==> config.mk <==
export PLATFORM = sky130hd
export DESIGN_NAME = link_keepalive_ping_monitor
export DESIGN_NICKNAME = d
export VERILOG_FILES = /design/src/rtl/lkpm_pkg.sv /design/src/rtl/link_keepalive_ping_monitor.sv /design/src/rtl/lkpm_req_stage.sv /design/src/rtl/lkpm_core.sv
export VERILOG_INCLUDE_DIRS = /design/src /design/src/rtl
export SDC_FILE = /design/constraint.sdc
export NUM_CORES = 1
export LEC_CHECK = 0
export ABC_AREA = 1
export BUFFER_PORTS_ARGS = -buffer_cell sky130_fd_sc_hd__buf_4
export CORE_ASPECT_RATIO = 0.5
export CORE_MARGIN = 2
export CORE_UTILIZATION = 62
export DETAILED_ROUTE_END_ITERATION = 8
export PLACE_DENSITY = 0.89
export SYNTH_ARGS = -nofsm -noshare
export SYNTH_HDL_FRONTEND = slang
export SYNTH_SLANG_ARGS = --single-unit
==> constraint.sdc <==
create_clock -name aclk -period 12.5 [get_ports aclk]
set_input_delay 0.625 -clock aclk [delete_from_list [all_inputs] [get_ports aclk]]
set_output_delay 0.625 -clock aclk [all_outputs]
set_load 0.005 [all_outputs]
==> src/rtl/link_keepalive_ping_monitor_defines.svh <==
// ---------------------------------------------------------------------------
// Keepalive monitor assertion macros
// Shared property wrappers, clocked on aclk and disabled while in reset.
// ---------------------------------------------------------------------------
`ifndef LINK_KEEPALIVE_PING_MONITOR_DEFINES_SVH
`define LINK_KEEPALIVE_PING_MONITOR_DEFINES_SVH

// same-cycle implication
`define LKPM_ASSERT_NOW(label, ante, cons, msg) \
    label: assert property (@(posedge aclk) disable iff (!aresetn) (ante) |-> (cons)) \
        else $error(msg);

// next-cycle implication
`define LKPM_ASSERT_NEXT(label, ante, cons, msg) \
    label: assert property (@(posedge aclk) disable iff (!aresetn) (ante) |=> (cons)) \
        else $error(msg);

`endif

==> src/rtl/lkpm_pkg.sv <==
// ---------------------------------------------------------------------------
// Keepalive monitor package
// Codes, register defaults, request and result types shared by the RTL.
// ---------------------------------------------------------------------------
package lkpm_pkg;

    localparam int unsigned CFG_IDX_W = 8;
    localparam int unsigned CFG_DATA_W = 16;

    localparam logic [CFG_IDX_W-1:0] CFG_IDX_INTERVAL      = 8'd0;
    localparam logic [CFG_IDX_W-1:0] CFG_IDX_FAILURE_LIMIT = 8'd1;

    localparam logic [15:0] INTERVAL_RST      = 16'd1000;
    localparam logic [7:0]  FAILURE_LIMIT_RST = 8'd3;

    localparam logic [7:0] TYPE_NOACK = 8'd2;
    localparam logic [7:0] FAIL_MAX   = 8'd255;
    localparam logic [3:0] FULL_LEN   = 4'd8;

    typedef enum logic [1:0] {
        OP_TICK    = 2'd0,
        OP_RX_PING = 2'd1,
        OP_RX_PONG = 2'd2,
        OP_RX_DATA = 2'd3
    } lkpm_op_t;

    typedef enum logic [1:0] {
        KIND_NONE = 2'd0,
        KIND_PING = 2'd1,
        KIND_PONG = 2'd2
    } lkpm_kind_t;

    typedef enum logic [2:0] {
        PS_NONE     = 3'd0,
        PS_OK       = 3'd1,
        PS_IDLE     = 3'd2,
        PS_BADLEN   = 3'd3,
        PS_MISMATCH = 3'd4
    } lkpm_pstat_t;

    typedef struct packed {
        lkpm_op_t    op;
        logic [63:0] now_us;
        logic [15:0] rx_seq;
        logic [7:0]  rx_type;
        logic [63:0] payload_value;
        logic [3:0]  payload_len;
    } lkpm_req_t;

    typedef struct packed {
        lkpm_kind_t  tx_kind;
        logic [15:0] tx_seq;
        logic [7:0]  tx_type;
        logic [63:0] tx_payload;
        logic [3:0]  tx_len;
        logic        link_up;
        logic        link_changed;
        logic [31:0] delay_us;
        lkpm_pstat_t pong_status;
        logic [7:0]  failure_count;
    } lkpm_result_t;

    // handshake between request stage and core
    typedef struct packed {
        logic valid;
        logic take;
    } lkpm_hs_t;

    // byte mask for an echo of len bytes (len already clamped to 8)
    function automatic logic [63:0] byte_mask(input logic [3:0] len);
        logic [63:0] m;
        m = '0;
        for (int i = 0; i < 8; i++) begin
            if (4'(i) < len) begin
                m[i*8 +: 8] = 8'hFF;
            end
        end
        return m;
    endfunction

endpackage

==> src/rtl/link_keepalive_ping_monitor.sv <==
// ---------------------------------------------------------------------------
// Link keepalive ping monitor
// Keepalive ping/pong supervisor for one link. Tick requests run a period
// counter; on expiry a ping carrying the current time and the next sequence
// number goes out, and an unanswered earlier ping counts as a failure
// (saturating at 255) until the failure limit takes the link down. A
// received ping is echoed as a pong (payload clamped to 8 bytes); a received
// pong with an 8-byte payload equal to the stored ping time yields the
// round-trip delay and brings the link up. Every received frame restarts the
// period and clears the failures. Each request gives exactly one result.
// Timing: one request per cycle while the result register is free or m_ready
// drains it; m_valid rises when the core takes the request from the request register.
// Path: request register -> one compare/update step (17-bit period
// compare, 64-bit payload compare, 32-bit delay subtract) -> result register.
// The request register refills in the same cycle the core takes it, so while
// a finished result waits on m_ready one further request is still taken into
// an empty request register.
// Registers (cfg_wr_en / cfg_index / cfg_wdata, write-only, no wait):
//   index 0 interval       16 bits, reset 1000, 0 disables pings
//   index 1 failure_limit  8 bits, reset 3
// Other indexes are ignored. Write only while the monitor is idle.
// ---------------------------------------------------------------------------
module link_keepalive_ping_monitor (
    input  logic                            aclk,
    input  logic                            aresetn,

    // configuration write port
    input  logic                            cfg_wr_en,
    input  logic [lkpm_pkg::CFG_IDX_W-1:0]  cfg_index,
    input  logic [lkpm_pkg::CFG_DATA_W-1:0] cfg_wdata,

    // request channel
    input  logic                            s_valid,
    output logic                            s_ready,
    input  logic [1:0]                      s_op,
    input  logic [63:0]                     s_now_us,
    input  logic [15:0]                     s_rx_seq,
    input  logic [7:0]                      s_rx_type,
    input  logic [63:0]                     s_payload_value,
    input  logic [3:0]                      s_payload_len,

    // result channel
    output logic                            m_valid,
    input  logic                            m_ready,
    output logic [1:0]                      m_tx_kind,
    output logic [15:0]                     m_tx_seq,
    output logic [7:0]                      m_tx_type,
    output logic [63:0]                     m_tx_payload,
    output logic [3:0]                      m_tx_len,
    output logic                            m_link_up,
    output logic                            m_link_changed,
    output logic [31:0]                     m_delay_us,
    output logic [2:0]                      m_pong_status,
    output logic [7:0]                      m_failure_count
);

    lkpm_pkg::lkpm_req_t    s_req;
    lkpm_pkg::lkpm_req_t    req;
    lkpm_pkg::lkpm_hs_t     hs;
    lkpm_pkg::lkpm_result_t res;
    logic                   take;

    // pack the request fields
    assign s_req.op            = lkpm_pkg::lkpm_op_t'(s_op);
    assign s_req.now_us        = s_now_us;
    assign s_req.rx_seq        = s_rx_seq;
    assign s_req.rx_type       = s_rx_type;
    assign s_req.payload_value = s_payload_value;
    assign s_req.payload_len   = s_payload_len;

    lkpm_req_stage u_req_stage (
        .aclk    (aclk),
        .aresetn (aresetn),
        .s_valid (s_valid),
        .s_ready (s_ready),
        .s_req   (s_req),
        .take    (take),
        .hs      (hs),
        .req     (req)
    );

    lkpm_core u_core (
        .aclk      (aclk),
        .aresetn   (aresetn),
        .cfg_wr_en (cfg_wr_en),
        .cfg_index (cfg_index),
        .cfg_wdata (cfg_wdata),
        .in_valid  (hs.valid),
        .req       (req),
        .take      (take),
        .m_valid   (m_valid),
        .m_ready   (m_ready),
        .res       (res)
    );

    // unpack the result register
    assign m_tx_kind       = res.tx_kind;
    assign m_tx_seq        = res.tx_seq;
    assign m_tx_type       = res.tx_type;
    assign m_tx_payload    = res.tx_payload;
    assign m_tx_len        = res.tx_len;
    assign m_link_up       = res.link_up;
    assign m_link_changed  = res.link_changed;
    assign m_delay_us      = res.delay_us;
    assign m_pong_status   = res.pong_status;
    assign m_failure_count = res.failure_count;

endmodule

==> src/rtl/lkpm_req_stage.sv <==
// ---------------------------------------------------------------------------
// Keepalive monitor request stage
// Registers one incoming request; refills in the cycle the core takes it.
// ---------------------------------------------------------------------------
module lkpm_req_stage (
    input  logic               aclk,
    input  logic               aresetn,
    input  logic               s_valid,
    output logic               s_ready,
    input  lkpm_pkg::lkpm_req_t s_req,
    input  logic               take,
    output lkpm_pkg::lkpm_hs_t hs,
    output lkpm_pkg::lkpm_req_t req
);

    logic                valid_reg;
    logic                valid_next;
    lkpm_pkg::lkpm_req_t req_reg;

    assign s_ready    = !valid_reg || take;
    assign valid_next = (s_valid && s_ready) || (valid_reg && !take);

    always_ff @(posedge aclk) begin
        if (!aresetn) begin
            valid_reg <= 1'b0;
        end else begin
            valid_reg <= valid_next;
        end
    end

    always_ff @(posedge aclk) begin
        if (s_valid && s_ready) begin
            req_reg <= s_req;
        end
    end

    assign hs.valid = valid_reg;
    assign hs.take  = take;
    assign req      = req_reg;

endmodule

==> src/rtl/lkpm_core.sv <==
// ---------------------------------------------------------------------------
// Keepalive monitor core
// Link state, ping timer and pong check; one request per cycle into the
// result register while it is free or m_ready drains it.
// ---------------------------------------------------------------------------
`include "link_keepalive_ping_monitor_defines.svh"

module lkpm_core (
    input  logic                                aclk,
    input  logic                                aresetn,
    input  logic                                cfg_wr_en,
    input  logic [lkpm_pkg::CFG_IDX_W-1:0]      cfg_index,
    input  logic [lkpm_pkg::CFG_DATA_W-1:0]     cfg_wdata,
    input  logic                                in_valid,
    input  lkpm_pkg::lkpm_req_t                 req,
    output logic                                take,
    output logic                                m_valid,
    input  logic                                m_ready,
    output lkpm_pkg::lkpm_result_t              res
);

    // configuration
    logic [15:0] interval_reg;
    logic [7:0]  failure_limit_reg;

    // monitor state
    logic [15:0] period_count_reg, period_count_next;
    logic [15:0] next_seq_reg, next_seq_next;
    logic        outstanding_reg, outstanding_next;
    logic [63:0] start_time_reg, start_time_next;
    logic [7:0]  failures_reg, failures_next;
    logic        link_reg, link_next;
    logic [31:0] last_delay_reg, last_delay_next;

    logic                   m_valid_reg;
    lkpm_pkg::lkpm_result_t res_reg, res_next;

    logic [16:0] cnt;
    logic [7:0]  fail_inc;
    logic [3:0]  echo_len;
    logic        ping_fire;

    assign take = in_valid && (!m_valid_reg || m_ready);

    always_ff @(posedge aclk) begin
        if (!aresetn) begin
            interval_reg      <= lkpm_pkg::INTERVAL_RST;
            failure_limit_reg <= lkpm_pkg::FAILURE_LIMIT_RST;
        end else if (cfg_wr_en) begin
            if (cfg_index == lkpm_pkg::CFG_IDX_INTERVAL) begin
                interval_reg <= cfg_wdata;
            end else if (cfg_index == lkpm_pkg::CFG_IDX_FAILURE_LIMIT) begin
                failure_limit_reg <= cfg_wdata[7:0];
            end
        end
    end

    assign cnt       = {1'b0, period_count_reg} + 17'd1;
    assign fail_inc  = (failures_reg != lkpm_pkg::FAIL_MAX) ? failures_reg + 8'd1
                                                            : failures_reg;
    assign echo_len  = (req.payload_len > lkpm_pkg::FULL_LEN) ? lkpm_pkg::FULL_LEN
                                                              : req.payload_len;
    assign ping_fire = (req.op == lkpm_pkg::OP_TICK) && (interval_reg != 16'd0)
                       && (cnt >= {1'b0, interval_reg});

    always_comb begin
        period_count_next = period_count_reg;
        next_seq_next     = next_seq_reg;
        outstanding_next  = outstanding_reg;
        start_time_next   = start_time_reg;
        failures_next     = failures_reg;
        link_next         = link_reg;
        last_delay_next   = last_delay_reg;

        res_next             = '0;
        res_next.tx_kind     = lkpm_pkg::KIND_NONE;
        res_next.pong_status = lkpm_pkg::PS_NONE;

        case (req.op)
            lkpm_pkg::OP_TICK: begin
                if (interval_reg == 16'd0) begin
                    period_count_next = '0;
                end else if (ping_fire) begin
                    period_count_next = '0;
                    if (outstanding_reg) begin
                        failures_next = fail_inc;
                        if (fail_inc >= failure_limit_reg) begin
                            link_next = 1'b0;
                        end
                    end
                    start_time_next     = req.now_us;
                    res_next.tx_kind    = lkpm_pkg::KIND_PING;
                    res_next.tx_seq     = next_seq_reg;
                    res_next.tx_type    = lkpm_pkg::TYPE_NOACK;
                    res_next.tx_payload = req.now_us;
                    res_next.tx_len     = lkpm_pkg::FULL_LEN;
                    next_seq_next       = next_seq_reg + 16'd1;
                    outstanding_next    = 1'b1;
                end else begin
                    period_count_next = cnt[15:0];
                end
            end
            lkpm_pkg::OP_RX_PING: begin
                res_next.tx_kind    = lkpm_pkg::KIND_PONG;
                res_next.tx_seq     = req.rx_seq;
                res_next.tx_type    = req.rx_type;
                res_next.tx_payload = req.payload_value & lkpm_pkg::byte_mask(echo_len);
                res_next.tx_len     = echo_len;
                period_count_next   = '0;
                failures_next       = '0;
            end
            lkpm_pkg::OP_RX_PONG: begin
                if (!outstanding_reg) begin
                    res_next.pong_status = lkpm_pkg::PS_IDLE;
                end else if (req.payload_len != lkpm_pkg::FULL_LEN) begin
                    res_next.pong_status = lkpm_pkg::PS_BADLEN;
                end else if (req.payload_value != start_time_reg) begin
                    res_next.pong_status = lkpm_pkg::PS_MISMATCH;
                end else begin
                    res_next.pong_status = lkpm_pkg::PS_OK;
                    outstanding_next     = 1'b0;
                    last_delay_next      = req.now_us[31:0] - start_time_reg[31:0];
                    link_next            = 1'b1;
                end
                period_count_next = '0;
                failures_next     = '0;
            end
            default: begin
                period_count_next = '0;
                failures_next     = '0;
            end
        endcase

        res_next.link_up       = link_next;
        res_next.link_changed  = link_next != link_reg;
        res_next.delay_us      = last_delay_next;
        res_next.failure_count = failures_next;
    end

    always_ff @(posedge aclk) begin
        if (!aresetn) begin
            period_count_reg <= '0;
            next_seq_reg     <= '0;
            outstanding_reg  <= 1'b0;
            start_time_reg   <= '0;
            failures_reg     <= '0;
            link_reg         <= 1'b1;
            last_delay_reg   <= '0;
            m_valid_reg      <= 1'b0;
        end else begin
            if (take) begin
                period_count_reg <= period_count_next;
                next_seq_reg     <= next_seq_next;
                outstanding_reg  <= outstanding_next;
                start_time_reg   <= start_time_next;
                failures_reg     <= failures_next;
                link_reg         <= link_next;
                last_delay_reg   <= last_delay_next;
            end
            m_valid_reg <= take || (m_valid_reg && !m_ready);
        end
    end

    always_ff @(posedge aclk) begin
        if (take) begin
            res_reg <= res_next;
        end
    end

    assign m_valid = m_valid_reg;
    assign res     = res_reg;

    `LKPM_ASSERT_NEXT(a_seq_step, take && ping_fire, next_seq_reg == $past(next_seq_reg) + 16'd1 && outstanding_reg, "ping sent without sequence step or outstanding flag")
    `LKPM_ASSERT_NEXT(a_rx_clears_fail, take && req.op != lkpm_pkg::OP_TICK, failures_reg == 8'd0 && period_count_reg == 16'd0, "received item did not clear failures and period")
    `LKPM_ASSERT_NOW(a_pong_ok_up, m_valid_reg && res_reg.pong_status == lkpm_pkg::PS_OK, res_reg.link_up && !outstanding_reg, "accepted pong without link up")
    `LKPM_ASSERT_NOW(a_link_matches, m_valid_reg, res_reg.link_up == link_reg || in_valid, "reported link status disagrees with state")

endmodule
==> results.sh, run 1 <==
export IMPL_status="finished, final reports clean"
export IMPL_critPathMaxFanout=71
export IMPL_synth_area_leaders="edfxtp_1 41%, dfxtp_1 15%, nand2_1 13%"
export IMPL_synthArstFlopShare_pct=0
export IMPL_design_area_mm2=0.0258
export IMPL_finalWirelength_mm=57.8
export IMPL_cts_tree="done"
export IMPL_cts_setup_buffers=0
export IMPL_hold_viol=0
export IMPL_path_class="reg2reg"
export IMPL_postPlaceCellArea_mm2=0.0245
export IMPL_synth_nets=2751
export IMPL_min_path_cells=1
export IMPL_clk_path_buf_depth=3
export IMPL_hold_path_class="in2reg"
export IMPL_finalCritPeriodShare_pct=32.8
export IMPL_cp_arrival_ns=4.55
export IMPL_yosysTopAreaCell="edfxtp_1"
export IMPL_ant_nets=0
export IMPL_timing_hold_ws_ns=0.233
export IMPL_syn_area_mm2=0.0217
export IMPL_drt_iter0_markers=1687
export IMPL_crit_path_start_kind="flip-flop"
export IMPL_core_area_mm2=0.0345
export IMPL_cp_required_ns=12.95
export IMPL_synth_seq_cells=461
export IMPL_rsz0062_at_grt="false"
export IMPL_hold_start="s_now_us[18]"
export IMPL_total_power_mw=3.27
export IMPL_clock_skew_ns=0.0220
export IMPL_holdPathEnd="u_req_stage.req[110]$_DFFE_PP_"
export IMPL_fp_dieH_um=136
export IMPL_numPortBuffers=327
export IMPL_grt_pass1_vias=17300
export IMPL_fmax_ghz=0.244
export IMPL_drive_gt1_share_pct=16.2
export IMPL_syn_inst=2505
export IMPL_dieArea_mm2=0.0366
export IMPL_die_x_um=269
export IMPL_yosys_warnings=0
export IMPL_syn_to_final_growth_pct=18.7
export IMPL_fill_cells=2464
export IMPL_rrSetupSlack_ns=8.40
export IMPL_numClockSinks=461
export IMPL_relSlewSlack_pct=26.1
export IMPL_ys_types=44
export IMPL_start_util_pct=63.0
export IMPL_dp_cells=3243
export IMPL_largest_register_ffs=158
export IMPL_antenna_found_initial=3
export IMPL_synth_most_common_cell="nand2_1"
export IMPL_final_cells=3322
export IMPL_yosysTopAreaCellShare_pct=41.1
export IMPL_cts_made_buffers=41
export IMPL_dr_pass1_iters=8
export IMPL_vdd_drop_max_v=0.0000958
export IMPL_synth_ff_type="edfxtp_1"
export IMPL_wire_per_inst_um=17.4
export IMPL_num_vias=18100
export IMPL_rows=48
export IMPL_drc=0
export IMPL_syn_area_per_cell_um2=8.67
export IMPL_io_pins=328
export IMPL_endpoint_kind="flip-flop"
export IMPL_nets=3057
export IMPL_drv_cap=0
export IMPL_clock_latency_ns=0.57
export IMPL_slew_violations=0
export IMPL_gr_total_overflow=0
export IMPL_synth_edff_count=297
export IMPL_setup_tns_final_ns=0
export IMPL_clkTransAtPathRegs_ns=0.08
export IMPL_htreeDepth=2
export IMPL_ctsHoldBuffers=0
export IMPL_yosys_top_cells_count="767 x nand2_1, 330 x inv_1, 297 x edfxtp_1"
export IMPL_grt_use_total_pct=30.6
export IMPL_grt_pass1_wl_mm=87.5
export IMPL_ys_seq_area_share_pct=56.2
export IMPL_grt_max_degree=119
export IMPL_worst_pin_slew_ns=1.11
export IMPL_cts_resized=0
export IMPL_reg2reg_depth=19
export IMPL_gp_congestion=0.942
export IMPL_setup_viol=0
export IMPL_hpwlAfterDp_mm=40.5
export IMPL_cellPowerDensity_mw_per_mm2=127
export IMPL_min_period_ns=4.10
export IMPL_leakagePower_nw=11.4
export IMPL_reg2reg_from="u_core.period_count_reg[0]$_SDFFE_PN0P_"
export IMPL_cts_root_buf="clkbuf_16"
export IMPL_reg2reg_to="u_core.next_seq_reg[5]$_SDFFE_PN0P_"
export IMPL_drt_vias_per_instance=5.44
worst max-delay path, stage by stage (launching register included):
cell,delay (ns)
dfxtp_1,0.41
ha_1,0.21
nand2_1,0.09
nor2_4,0.15
nand2_1,0.12
nor4_1,0.23
xor2_1,0.25
ha_1,0.29
a21o_1,0.16
a21oi_1,0.12
nand3_1,0.10
nor2_2,0.15
nand2_4,0.14
nand2_4,0.35
buf_4,0.67
nor2_1,0.15
nand2_1,0.12
nand2_1,0.07
nand2_1,0.08
nor2_1,0.06
where the power goes:
group / internal, mW / switching, mW
Sequential: 1.69 / 0.0364
Clock: 0.665 / 0.587
Combinational: 0.120 / 0.170
Total: 2.48 / 0.794
per-layer routing:
layer	share of wire (%)	track usage (%)
met1	39	37.4
met2	50	53.3
met3	6.3	4.62
met4	4.9	15.3
met5	0	0
metrics by stage:
| step | setup slack (ns) | utilization (%) |
|---|---|---|
| CTS | 8.50 | 74.7 |
| floorplan | 6.72 | - |
| detailed placement | 8.53 | 71.0 |
| global placement | 8.63 | 71.0 |
| finish | 8.40 | 74.8 |
| global route | 8.03 | 74.8 |
layout make-up:
class / instances / area, um2 / area share [%]
Antenna cell: 3 / 7.51 / 0.0291
Clock buffer: 45 / 1060 / 4.12
Clock inverter: 31 / 243 / 0.942
Inverter: 351 / 1330 / 5.17
Multi-Input combinational cell: 1621 / 7820 / 30.3
Sequential cell: 461 / 12200 / 47.3
Tap cell: 475 / 594 / 2.31
Timing Repair Buffer: 335 / 2510 / 9.76
placed cells by master, fill, tap and decap left out, drive strengths merged, types with 3 or more instances in the layout:
cell type  count
o31ai          8
ha            58
diode          3
nand3b         3
o21bai         3
xor2          59
nand2        783
clkinv        22
buf          335
nor3          20
dfxtp        164
inv          354
a21o           4
nand4         25
a21oi        157
o21ai        150
and3           3
clkbuf        45
nand3        116
xnor2          3
edfxtp       297
nor4           9
nor2         210
clkinvlp       4
logic make-up after synthesis:
kind of cell    share of synthesized area, %
fa+ha+maj                               3.43
simple gates                            22.1
buf+inv                                 7.82
flops                                   56.2
compound gates                          7.98
xor+xnor                                2.50
how the worst max path moves through the flow:
| stage | startpoint | to | depth (start not counted) |
|---|---|---|---|
| global placement | u_core.period_count_reg[0]$_SDFFE_PN0P_ | u_core.next_seq_reg[5]$_SDFFE_PN0P_ | 19 |
| global route | u_core.period_count_reg[0]$_SDFFE_PN0P_ | u_core.next_seq_reg[5]$_SDFFE_PN0P_ | 19 |
| finish | u_core.period_count_reg[0]$_SDFFE_PN0P_ | u_core.next_seq_reg[5]$_SDFFE_PN0P_ | 19 |
| floorplan | m_ready | u_core.res[0]$_DFFE_PP_ | 7 |
| CTS | u_core.period_count_reg[0]$_SDFFE_PN0P_ | u_core.start_time_reg[10]$_SDFFE_PN0P_ | 17 |
| detailed placement | u_core.period_count_reg[0]$_SDFFE_PN0P_ | u_core.next_seq_reg[5]$_SDFFE_PN0P_ | 19 |
(Power assumes the default switching activity.)
==> run 2, diff against run 1 <==
- CORE_UTILIZATION: 62 -> 57
- PLACE_DENSITY: 0.89 -> 0.83
- clock period: 12.5 -> 3.99 ns (I/O delays scaled with it)
==> results.sh, run 2 (synthesis results as in run 1) <==
export IMPL_grt_pass1_vias=18600
export IMPL_critPathMaxFanout=32
export IMPL_cp_cell_sequence="ha_1 -> nand2_1 -> nor2_4 -> nand2_1 -> nor4_1 -> xor2_1 -> ha_1 -> a21o_1 -> a21oi_1 -> nand3_1 -> nor2_2 -> nand2_4 -> nand2_4 -> buf_4 -> nand2_1 -> a21oi_1"
export IMPL_relSlewSlack_pct=30.8
export IMPL_cp_slowest_stage_delay_ns=0.41
export IMPL_top_layer="met4"
export IMPL_crit_path_start_kind="flip-flop"
export IMPL_cellPowerDensity_mw_per_mm2=387
export IMPL_reg2reg_depth=16
export IMPL_nets=3242
export IMPL_largest_register_ffs=158
export IMPL_wl_met1_mm=25.6
export IMPL_reg2reg_from="u_core.period_count_reg[0]$_SDFFE_PN0P_"
export IMPL_drc=0
export IMPL_fmax_ghz=0.280
export IMPL_wire_per_inst_um=18.5
export IMPL_num_vias=19400
export IMPL_seqCellArea_mm2=0.0122
export IMPL_finalCritPeriodShare_pct=89.4
export IMPL_clkTransAtPathRegs_ns=0.07
export IMPL_layout_commonest_cell="nand2_1"
export IMPL_cp_required_ns=4.47
export IMPL_multi_input_area_mm2=0.00781
export IMPL_hold_start="aresetn"
export IMPL_leakagePower_nw=12.2
export IMPL_slowest_stage="buf_4"
export IMPL_drv_cap=0
export IMPL_htreeDepth=2
export IMPL_hpwlAfterDp_mm=41.7
export IMPL_clk_path_buf_depth=3
export IMPL_setup_viol=0
export IMPL_vdd_drop_max_v=0.000317
export IMPL_start_util_pct=57.9
export IMPL_cts_made_buffers=41
export IMPL_path_class="reg2reg"
export IMPL_numClockSinks=461
export IMPL_numPortBuffers=327
export IMPL_drt_vias_per_instance=5.49
export IMPL_fp_dieH_um=142
export IMPL_rows=50
export IMPL_setup_tns_final_ns=0
export IMPL_crit_top_cell="nand2_1"
export IMPL_hold_viol=0
export IMPL_finalWirelength_mm=65.1
export IMPL_final_cells=3528
export IMPL_clock_latency_ns=0.57
export IMPL_clock_skew_ns=0.0295
export IMPL_endpoint_kind="flip-flop"
export IMPL_syn_to_final_growth_pct=28.1
export IMPL_cp_arrival_ns=4.05
export IMPL_routed_wl_met3_mm=4.73
export IMPL_grt_max_degree=156
export IMPL_slew_violations=0
export IMPL_worst_pin_slew_ns=1.03
export IMPL_holdPathEnd="u_core.failure_limit_reg[0]$_SDFFE_PN1P_"
export IMPL_grt_pass1_wl_mm=99.1
export IMPL_drive_gt1_share_pct=15.5
export IMPL_ant_nets=0
export IMPL_status="finished, final reports clean"
export IMPL_min_period_ns=3.57
export IMPL_reg2reg_to="u_core.start_time_reg[51]$_SDFFE_PN0P_"
export IMPL_die_x_um=280
export IMPL_io_pins=328
export IMPL_gp_congestion=0.952
export IMPL_cts_tree="done"
export IMPL_dieArea_mm2=0.0398
export IMPL_gr_total_overflow=0
export IMPL_antenna_found_initial=5
export IMPL_cts_root_buf="clkbuf_16"
export IMPL_fill_cells=2518
export IMPL_dr_pass1_iters=6
export IMPL_min_path_cells=2
export IMPL_dp_cells=3270
export IMPL_grt_use_total_pct=32.0
export IMPL_core_area_mm2=0.0375
export IMPL_drt_iter0_markers=2273
export IMPL_rrSetupSlack_ns=0.42
export IMPL_hold_path_class="in2reg"
export IMPL_met2_length_mm=32.0
export IMPL_rsz0062_at_grt="false"
export IMPL_final_cell_mix="767 x nand2_1, 337 x buf_4, 327 x inv_1"
-- run 2: changes by cell type in the layout (fill, tap and decap cells not counted), sizes merged --
cell / previous run / this run
bufinv: 2 / 4
dlygate4sd3: 0 / 177
buf: 335 / 343
clkbuf: 45 / 57
clkinv: 22 / 11
inv: 354 / 352
clkinvlp: 4 / 2
diode: 3 / 6
-- run 2: cell type report --
cell class                      instances  area share [%]
Timing Repair Buffer                  520            15.9
Clock inverter                         18           0.796
Multi-Input combinational cell       1621            28.1
Sequential cell                       461            43.9
Antenna cell                            6          0.0540
Inverter                              351            4.78
Clock buffer                           57            4.27
Tap cell                              494            2.22
-- run 2: critical path: cells and delay by family, from the launching register on --
family / cells / cell delay [ns]
flip-flops: 1 / 0.40
XOR/XNOR: 1 / 0.25
AND/OR/NAND/NOR: 9 / 1.40
adder cells (fa/ha/maj): 2 / 0.50
AO/OA/AOI/OAI: 3 / 0.49
buffers and inverters: 1 / 0.41
-- run 2: stage by stage --
step,hold slack [ns],cell area (um2),total power [mW],setup WS [ns],utilization [%]
after global routing,0.219,27800,11.1,0.170,74.2
after detailed placement,0.379,24600,6.43,0.546,65.7
after CTS,0.194,27800,10.7,0.473,74.2
after floorplan,0.298,21700,5.97,0.663,-
after global placement,0.377,24600,6.40,0.671,65.7
final,0.222,27800,10.8,0.421,74.2
-- run 2: how the worst max path moves through the flow --
stage | cells after the start | start | endpoint
floorplan | 3 | u_core.m_valid$_SDFF_PN0_ | u_req_stage.req[0]$_DFFE_PP_
global placement | 16 | u_core.period_count_reg[0]$_SDFFE_PN0P_ | u_core.start_time_reg[45]$_SDFFE_PN0P_
detailed placement | 16 | u_core.period_count_reg[0]$_SDFFE_PN0P_ | u_core.start_time_reg[43]$_SDFFE_PN0P_
CTS | 16 | u_core.period_count_reg[0]$_SDFFE_PN0P_ | u_core.start_time_reg[55]$_SDFFE_PN0P_
global route | 16 | u_core.period_count_reg[0]$_SDFFE_PN0P_ | u_core.start_time_reg[51]$_SDFFE_PN0P_
finish | 16 | u_core.period_count_reg[0]$_SDFFE_PN0P_ | u_core.start_time_reg[51]$_SDFFE_PN0P_
-- run 2: where the power goes --
| group | switching [mW] | internal [mW] |
|---|---|---|
| clock | 1.89 | 2.36 |
| sequential | 0.117 | 5.30 |
| combinational | 0.601 | 0.497 |
| total | 2.60 | 8.17 |
-- run 2: repair_timing --
item / CTS / global route
hold buffers: 177 / 0
hold endpoints to repair: 184 / 0
gates resized for setup: 0 / 0
setup buffers: 0 / 0
-- run 2: metal layers --
layer,GRT usage (%),up-vias
met5,0,-
met4,13.9,0
met3,4.37,191
met2,54.9,975
met1,41.2,9113
li1,-,9087
